**src/rtl/core/sha256c_pkg.sv**
```systemverilog
// Shared types, round constants and mixing functions for the SHA-256 block compression core.
package sha256c_pkg;

	typedef struct packed {
		logic [31:0] message_word;
		logic        end_of_message;
	} in_t;

	typedef struct packed {
		logic [31:0] digest_word0;
		logic [31:0] digest_word1;
		logic [31:0] digest_word2;
		logic [31:0] digest_word3;
		logic [31:0] digest_word4;
		logic [31:0] digest_word5;
		logic [31:0] digest_word6;
		logic [31:0] digest_word7;
	} out_t;

	// Commands from the controller to the datapath.
	typedef struct packed {
		logic       load_word;
		logic       init_vars;
		logic       do_round;
		logic       finish;
		logic       last;
		logic [5:0] round_idx;
	} cmd_t;

	localparam int unsigned WORDS_PER_BLOCK = 16;
	localparam int unsigned ROUNDS = 64;

	function automatic logic [31:0] init_hash(input logic [2:0] idx);
		logic [31:0] h;
		case (idx)
			3'd0: h = 32'h6a09e667;
			3'd1: h = 32'hbb67ae85;
			3'd2: h = 32'h3c6ef372;
			3'd3: h = 32'ha54ff53a;
			3'd4: h = 32'h510e527f;
			3'd5: h = 32'h9b05688c;
			3'd6: h = 32'h1f83d9ab;
			3'd7: h = 32'h5be0cd19;
			default: h = '0;
		endcase
		return h;
	endfunction

	function automatic logic [31:0] round_k(input logic [5:0] idx);
		logic [31:0] k;
		case (idx)
			6'd0:  k = 32'h428a2f98;
			6'd1:  k = 32'h71374491;
			6'd2:  k = 32'hb5c0fbcf;
			6'd3:  k = 32'he9b5dba5;
			6'd4:  k = 32'h3956c25b;
			6'd5:  k = 32'h59f111f1;
			6'd6:  k = 32'h923f82a4;
			6'd7:  k = 32'hab1c5ed5;
			6'd8:  k = 32'hd807aa98;
			6'd9:  k = 32'h12835b01;
			6'd10: k = 32'h243185be;
			6'd11: k = 32'h550c7dc3;
			6'd12: k = 32'h72be5d74;
			6'd13: k = 32'h80deb1fe;
			6'd14: k = 32'h9bdc06a7;
			6'd15: k = 32'hc19bf174;
			6'd16: k = 32'he49b69c1;
			6'd17: k = 32'hefbe4786;
			6'd18: k = 32'h0fc19dc6;
			6'd19: k = 32'h240ca1cc;
			6'd20: k = 32'h2de92c6f;
			6'd21: k = 32'h4a7484aa;
			6'd22: k = 32'h5cb0a9dc;
			6'd23: k = 32'h76f988da;
			6'd24: k = 32'h983e5152;
			6'd25: k = 32'ha831c66d;
			6'd26: k = 32'hb00327c8;
			6'd27: k = 32'hbf597fc7;
			6'd28: k = 32'hc6e00bf3;
			6'd29: k = 32'hd5a79147;
			6'd30: k = 32'h06ca6351;
			6'd31: k = 32'h14292967;
			6'd32: k = 32'h27b70a85;
			6'd33: k = 32'h2e1b2138;
			6'd34: k = 32'h4d2c6dfc;
			6'd35: k = 32'h53380d13;
			6'd36: k = 32'h650a7354;
			6'd37: k = 32'h766a0abb;
			6'd38: k = 32'h81c2c92e;
			6'd39: k = 32'h92722c85;
			6'd40: k = 32'ha2bfe8a1;
			6'd41: k = 32'ha81a664b;
			6'd42: k = 32'hc24b8b70;
			6'd43: k = 32'hc76c51a3;
			6'd44: k = 32'hd192e819;
			6'd45: k = 32'hd6990624;
			6'd46: k = 32'hf40e3585;
			6'd47: k = 32'h106aa070;
			6'd48: k = 32'h19a4c116;
			6'd49: k = 32'h1e376c08;
			6'd50: k = 32'h2748774c;
			6'd51: k = 32'h34b0bcb5;
			6'd52: k = 32'h391c0cb3;
			6'd53: k = 32'h4ed8aa4a;
			6'd54: k = 32'h5b9cca4f;
			6'd55: k = 32'h682e6ff3;
			6'd56: k = 32'h748f82ee;
			6'd57: k = 32'h78a5636f;
			6'd58: k = 32'h84c87814;
			6'd59: k = 32'h8cc70208;
			6'd60: k = 32'h90befffa;
			6'd61: k = 32'ha4506ceb;
			6'd62: k = 32'hbef9a3f7;
			6'd63: k = 32'hc67178f2;
			default: k = '0;
		endcase
		return k;
	endfunction

	function automatic logic [31:0] big_sigma0(input logic [31:0] x);
		return {x[1:0], x[31:2]} ^ {x[12:0], x[31:13]} ^ {x[21:0], x[31:22]};
	endfunction

	function automatic logic [31:0] big_sigma1(input logic [31:0] x);
		return {x[5:0], x[31:6]} ^ {x[10:0], x[31:11]} ^ {x[24:0], x[31:25]};
	endfunction

	function automatic logic [31:0] small_sigma0(input logic [31:0] x);
		return {x[6:0], x[31:7]} ^ {x[17:0], x[31:18]} ^ {3'b000, x[31:3]};
	endfunction

	function automatic logic [31:0] small_sigma1(input logic [31:0] x);
		return {x[16:0], x[31:17]} ^ {x[18:0], x[31:19]} ^ {10'b0, x[31:10]};
	endfunction

endpackage

```
**src/rtl/core/sha256c_ctrl.sv**
```systemverilog
// Sequencer for word collection, the 64 compression rounds and the chain update.
module sha256c_ctrl (
	input  logic                clk,
	input  logic                arst_n,
	input  logic                start,
	input  logic                end_of_message,
	output logic                busy,
	output logic                done,
	output sha256c_pkg::cmd_t   cmd
);

	typedef enum logic [1:0] {
		ST_COLLECT,
		ST_ROUNDS,
		ST_FINISH
	} state_t;

	state_t     state_q;
	logic [3:0] word_cnt_q;
	logic [5:0] round_q;
	logic       last_q;
	logic       done_q;
	logic       accept;
	logic       block_full;

	assign busy       = (state_q != ST_COLLECT);
	assign done       = done_q;
	assign accept     = start && !busy;
	assign block_full = (word_cnt_q == 4'(sha256c_pkg::WORDS_PER_BLOCK - 1));

	always_comb begin
		cmd.load_word = accept;
		// The working variables take the chain while the last word of the block goes in.
		cmd.init_vars = accept && block_full;
		cmd.do_round  = (state_q == ST_ROUNDS);
		cmd.finish    = (state_q == ST_FINISH);
		cmd.last      = last_q;
		cmd.round_idx = round_q;
	end

	always_ff @(posedge clk or negedge arst_n) begin
		if (!arst_n) begin
			state_q    <= ST_COLLECT;
			word_cnt_q <= '0;
			round_q    <= '0;
			last_q     <= 1'b0;
			done_q     <= 1'b0;
		end else begin
			done_q <= 1'b0;
			case (state_q)
				ST_COLLECT: begin
					if (accept) begin
						word_cnt_q <= word_cnt_q + 4'd1;
						if (block_full) begin
							last_q  <= end_of_message;
							round_q <= '0;
							state_q <= ST_ROUNDS;
						end
					end
				end
				ST_ROUNDS: begin
					round_q <= round_q + 6'd1;
					if (round_q == 6'(sha256c_pkg::ROUNDS - 1)) begin
						state_q <= ST_FINISH;
					end
				end
				ST_FINISH: begin
					done_q  <= last_q;
					state_q <= ST_COLLECT;
				end
				default: begin
					state_q <= ST_COLLECT;
				end
			endcase
		end
	end

endmodule

```
**src/rtl/core/sha256c_dp.sv**
```systemverilog
// Message schedule window, round unit, chaining hash and digest register.
module sha256c_dp (
	input  logic                clk,
	input  logic                arst_n,
	input  sha256c_pkg::cmd_t   cmd,
	input  logic [31:0]         word,
	output sha256c_pkg::out_t   result
);

	logic [31:0] w_q [16];
	logic [31:0] v_q [8];
	logic [31:0] h_q [8];
	logic [31:0] digest_q [8];

	logic [31:0] sched_next;
	logic [31:0] t1;
	logic [31:0] t2;
	logic [31:0] choose;
	logic [31:0] major;
	logic [31:0] sums [8];

	// The window always holds the next 16 schedule words; w_q[0] feeds the current round.
	assign sched_next = sha256c_pkg::small_sigma1(w_q[14]) + w_q[9]
		+ sha256c_pkg::small_sigma0(w_q[1]) + w_q[0];

	assign choose = (v_q[4] & v_q[5]) ^ (~v_q[4] & v_q[6]);
	assign major  = (v_q[0] & v_q[1]) ^ (v_q[0] & v_q[2]) ^ (v_q[1] & v_q[2]);
	assign t1     = v_q[7] + sha256c_pkg::big_sigma1(v_q[4]) + choose
		+ sha256c_pkg::round_k(cmd.round_idx) + w_q[0];
	assign t2     = sha256c_pkg::big_sigma0(v_q[0]) + major;

	always_comb begin
		for (int i = 0; i < 8; i++) begin
			sums[i] = h_q[i] + v_q[i];
		end
	end

	always_ff @(posedge clk) begin
		if (cmd.load_word || cmd.do_round) begin
			for (int i = 0; i < 15; i++) begin
				w_q[i] <= w_q[i + 1];
			end
			w_q[15] <= cmd.load_word ? word : sched_next;
		end
		if (cmd.init_vars) begin
			for (int i = 0; i < 8; i++) begin
				v_q[i] <= h_q[i];
			end
		end else if (cmd.do_round) begin
			v_q[7] <= v_q[6];
			v_q[6] <= v_q[5];
			v_q[5] <= v_q[4];
			v_q[4] <= v_q[3] + t1;
			v_q[3] <= v_q[2];
			v_q[2] <= v_q[1];
			v_q[1] <= v_q[0];
			v_q[0] <= t1 + t2;
		end
		if (cmd.finish) begin
			for (int i = 0; i < 8; i++) begin
				digest_q[i] <= sums[i];
			end
		end
	end

	always_ff @(posedge clk or negedge arst_n) begin
		if (!arst_n) begin
			for (int i = 0; i < 8; i++) begin
				h_q[i] <= sha256c_pkg::init_hash(3'(i));
			end
		end else if (cmd.finish) begin
			// After a final block the chain starts over for the next message.
			for (int i = 0; i < 8; i++) begin
				h_q[i] <= cmd.last ? sha256c_pkg::init_hash(3'(i)) : sums[i];
			end
		end
	end

	assign result.digest_word0 = digest_q[0];
	assign result.digest_word1 = digest_q[1];
	assign result.digest_word2 = digest_q[2];
	assign result.digest_word3 = digest_q[3];
	assign result.digest_word4 = digest_q[4];
	assign result.digest_word5 = digest_q[5];
	assign result.digest_word6 = digest_q[6];
	assign result.digest_word7 = digest_q[7];

endmodule

```
**src/rtl/core/sha256_block_compression.sv**
```systemverilog
// SHA-256 block compression core: words 1 to 15 of a block are taken one per cycle without busy.
// The 16th word raises busy for the 64 rounds on the single round unit and then the chain add.
// The digest strobe follows the chain add, for one cycle only, and only after a block marked end of message.
// Reset clears the sequencer and word count and loads the chain with the initial hash values.
module sha256_block_compression (
	input  logic               clk,
	input  logic               arst_n,
	input  logic               start,
	output logic               busy,
	input  sha256c_pkg::in_t   data,
	output logic               done,
	output sha256c_pkg::out_t  result
);

	sha256c_pkg::cmd_t cmd;

	sha256c_ctrl u_ctrl (
		.clk            (clk),
		.arst_n         (arst_n),
		.start          (start),
		.end_of_message (data.end_of_message),
		.busy           (busy),
		.done           (done),
		.cmd            (cmd)
	);

	sha256c_dp u_dp (
		.clk    (clk),
		.arst_n (arst_n),
		.cmd    (cmd),
		.word   (data.message_word),
		.result (result)
	);

endmodule
```
**config.mk**
```make
export PLATFORM = sky130hd
export DESIGN_NAME = sha256_block_compression
export DESIGN_NICKNAME = d
export VERILOG_FILES = /design/src/rtl/core/sha256c_pkg.sv /design/src/rtl/core/sha256c_ctrl.sv /design/src/rtl/core/sha256c_dp.sv /design/src/rtl/core/sha256_block_compression.sv
export SDC_FILE = /design/constraint.sdc
export NUM_CORES = 2
export LEC_CHECK = 0
export ABC_AREA = 0
export BUFFER_PORTS_ARGS = -buffer_cell sky130_fd_sc_hd__buf_2
export CAP_MARGIN = 20
export CORE_ASPECT_RATIO = 1.1
export CORE_MARGIN = 1
export CORE_UTILIZATION = 55
export DETAILED_ROUTE_END_ITERATION = 8
export PLACE_DENSITY = 0.72
export SLEW_MARGIN = 10
export SYNTH_ARGS = -nofsm -noshare
export SYNTH_HDL_FRONTEND = slang
export SYNTH_HIERARCHICAL = 1
export SYNTH_SLANG_ARGS = --single-unit
export TNS_END_PERCENT = 20
```
**constraint.sdc**
```tcl
create_clock -name clk -period 20.5 [get_ports clk]
set_input_delay 3.075 -clock clk [delete_from_list [all_inputs] [get_ports clk]]
set_output_delay 3.075 -clock clk [all_outputs]
set_load 0.05 [all_outputs]
```
==> results.ini <==
[pwr]
comb_power_share_pct=43.2
internal_power_uw=7190
seq_power_share_pct=34.2
ir_worst_vdd_v=0.000121
swShare_pct=38.0
power.switching_uw=4410
p_leak_uw=0.0323
pwr-share-clk_pct=22.6
pwr_density_cell_nw_per_um2=145

[synth]
synth-seq-cells=1294
netlist_instances=6242
yosys_most_used_dff=edfxtp_1
synth_nets=6866
synth_warnings=6
synthArstFlopShare_pct=20.9
synth_edf_count=1024
yosys.area.top_type=edfxtp_1
ys_top_cells_by_area=edfxtp_1 (43%), ha_1 (6.8%), fa_1 (5.4%)
synth_top_area_share_pct=42.8
synth_area_um2=71900
synth-seq-area-share_pct=52.4
syn_avg_cell_area_um2=11.5
yosysUniqueCellTypes=99

[placement]
dp.cells=8016
place_hpwl_mm=166
port_buffers=293
place_area_um2=75100
gp_congestion=0.987

[drt]
drtIter0Drc=6158
avgViaCountPerCell=6.20
wl_per_cell_um=26.9
drtPass1Iterations=8
drcViolationCount=0
drt_wl_total_mm=223
drtAntennaViolNets=0
vias=51200

[sta]
clock_skew_ns=0.0268
hold_slack_ns=0.398
max_freq_mhz=96.5
rsz0062_at_grt=false
post-route-period-util_pct=50.6
fin_crit_ns=10.37
tightestPinTransition_ns=1.10
max_slew_margin_pct=26.2
final.setup.tns_ns=0
final-setup-viol-count=0
drv_slew=0
finalHoldViolations=0

[cells_and_area]
final_cells=8265
fin_nets=7096
final_area_um2=79800
final_common_cell=edfxtp_1
drive_gt1_share_pct=12.3
area_delta_synth_final_pct=11.0
mostFrequentLayoutCells=edfxtp_1 (1024), nand2_1 (877), xnor2_1 (425), ha_1 (393), o21ai_0 (360)

[floorplan]
die_w_um=347
die-area_um2=132000
core_area_um2=129000
start_util_pct=55.7
rows=138
boundaryPins=294
dieHeight_um=381

[min_path]
min_path_cells=0
hp-start=u_dp/w_q[0][124]
hold_end=u_dp/w_q[0][92]
min_path_type=register to register

[global_routing]
grt_pass1_wl_mm=322
antenna_found_initial=13
busiest_layer=met2
grt_pass1_vias=48300
grt_max_degree=201
grt.total_usage_pct=33.4
met1_usage_pct=49.1
met2_usage_pct=50.0
use_met3_pct=5.12
grt_overflow=0

[clock_network]
post_cts_buffers=0
holdBufCountCts=0
cts_sinks=1294
clkLatencyLatePin_ns=0.79
cts_resized=0
cts-root-buf=clkbuf_16
clkTransAtPathRegs_ns=0.06
cts_tree=yes
cts_max_level=4
cts_buffers=134
clock_path_buffers=3

[critical_path]
cp_max_fo=26
slowest_delay_ns=0.93
reg2reg_slack_ns=10.13
cp-start-kind=register
worst-setup-path-type=register to register
cp.required_ns=21.00
crit_slowest_cell=ha_1
crit_path_start=u_ctrl/round_q[0]
r2r-start=u_ctrl/round_q[0]
rr_worst_depth=35
setup.worst_path.end_class=register
cp.arrival_ns=10.87
r2r_end=u_dp/v_q[0][20]

[run]
max_cap_viol_count=0

[status]
outcome=complete, no violations

[logic make-up after synthesis]
kind of cell    Yosys count  synth area share [%]
fa+ha+maj               591                  12.3
buf+inv                 597                  3.13
mux                      51                 0.882
compound gates         1548                  14.4
xor+xnor                610                  7.45
simple gates           1551                  9.41
flops                  1294                  52.4
[worst max-delay path, delay by kind of cell, from the launching register on]
kind / cells / cell delay, ns
adders and majority gates: 8 / 3.81
and+or+nand+nor: 5 / 0.94
AOI/OAI and AO/OA: 14 / 3.35
buffers and inverters: 6 / 0.94
xor gates and xnor gates: 1 / 0.14
muxes: 1 / 0.56
DFF: 1 / 0.33
[state kept, by name, summed over array words and instances (netlist names)]
name	flops
u_ctrl/round_q	6
u_ctrl/state_q	2
u_dp/digest_q	256
u_dp/v_q	256
u_ctrl/done	1
u_dp/w_q	512
u_dp/h_q	256
u_ctrl/last_q	1
u_ctrl/word_cnt_q	4
[Yosys cell counts (184+ instances only)]
| library cell | count |
|---|---|
| a21o_1 | 207 |
| a21oi_1 | 347 |
| clkbuf_1 | 233 |
| edfxtp_1 | 1024 |
| fa_1 | 195 |
| ha_1 | 393 |
| inv_1 | 338 |
| nand2_1 | 878 |
| nor2_1 | 248 |
| o21ai_0 | 360 |
| xnor2_1 | 425 |
| xor2_1 | 184 |
[layout make-up]
type / instances / area, µm²
clock inverter: 72 / 1090
inverter: 339 / 1270
multi-input combinational: 4351 / 32000
clock buffer: 174 / 3640
antenna: 3 / 7.51
sequential: 1294 / 37700
fill: 10300 / 49400
timing repair buffer: 352 / 1960
tap: 1680 / 2100
[power groups by stage]
| stage | registers [µW] | clock network, µW | logic (µW) |
|---|---|---|---|
| floorplan | 3880 | 0 | 3570 |
| global placement | 4000 | 0 | 4790 |
| detailed placement | 4010 | 0 | 4860 |
| CTS | 3970 | 2660 | 4920 |
| global route | 4010 | 2750 | 5460 |
| finish | 3970 | 2620 | 5010 |
[worst max path at each step]
stage | endpoint | slack, ns | cells after the start
final | u_dp/v_q[0][20] | 10.13 | 35
after global routing | u_dp/v_q[0][30] | 9.60 | 34
after CTS | u_dp/v_q[0][31] | 10.24 | 36
after detailed placement | u_dp/v_q[0][31] | 10.27 | 36
after global placement | u_dp/v_q[0][30] | 10.41 | 35
after floorplan | u_dp/h_q[255] | 6.11 | 5
[per-layer routing]
metal	vias up	wire, µm
met1	25500	96100
met5	-	27
li1	22900	-
met2	2479	97800
met4	4	8490
met3	365	20100
[through the flow]
step | power, µW | utilization (%) | worst slack (ns)
after floorplan | 7450 | - | 6.11
after global placement | 8790 | 58.1 | 10.41
after detailed placement | 8870 | 58.1 | 10.27
after CTS | 11600 | 61.8 | 10.24
after global routing | 12200 | 61.8 | 9.60
final | 11600 | 61.8 | 10.13
No activity file was read; power rests on OpenSTA's default activity.
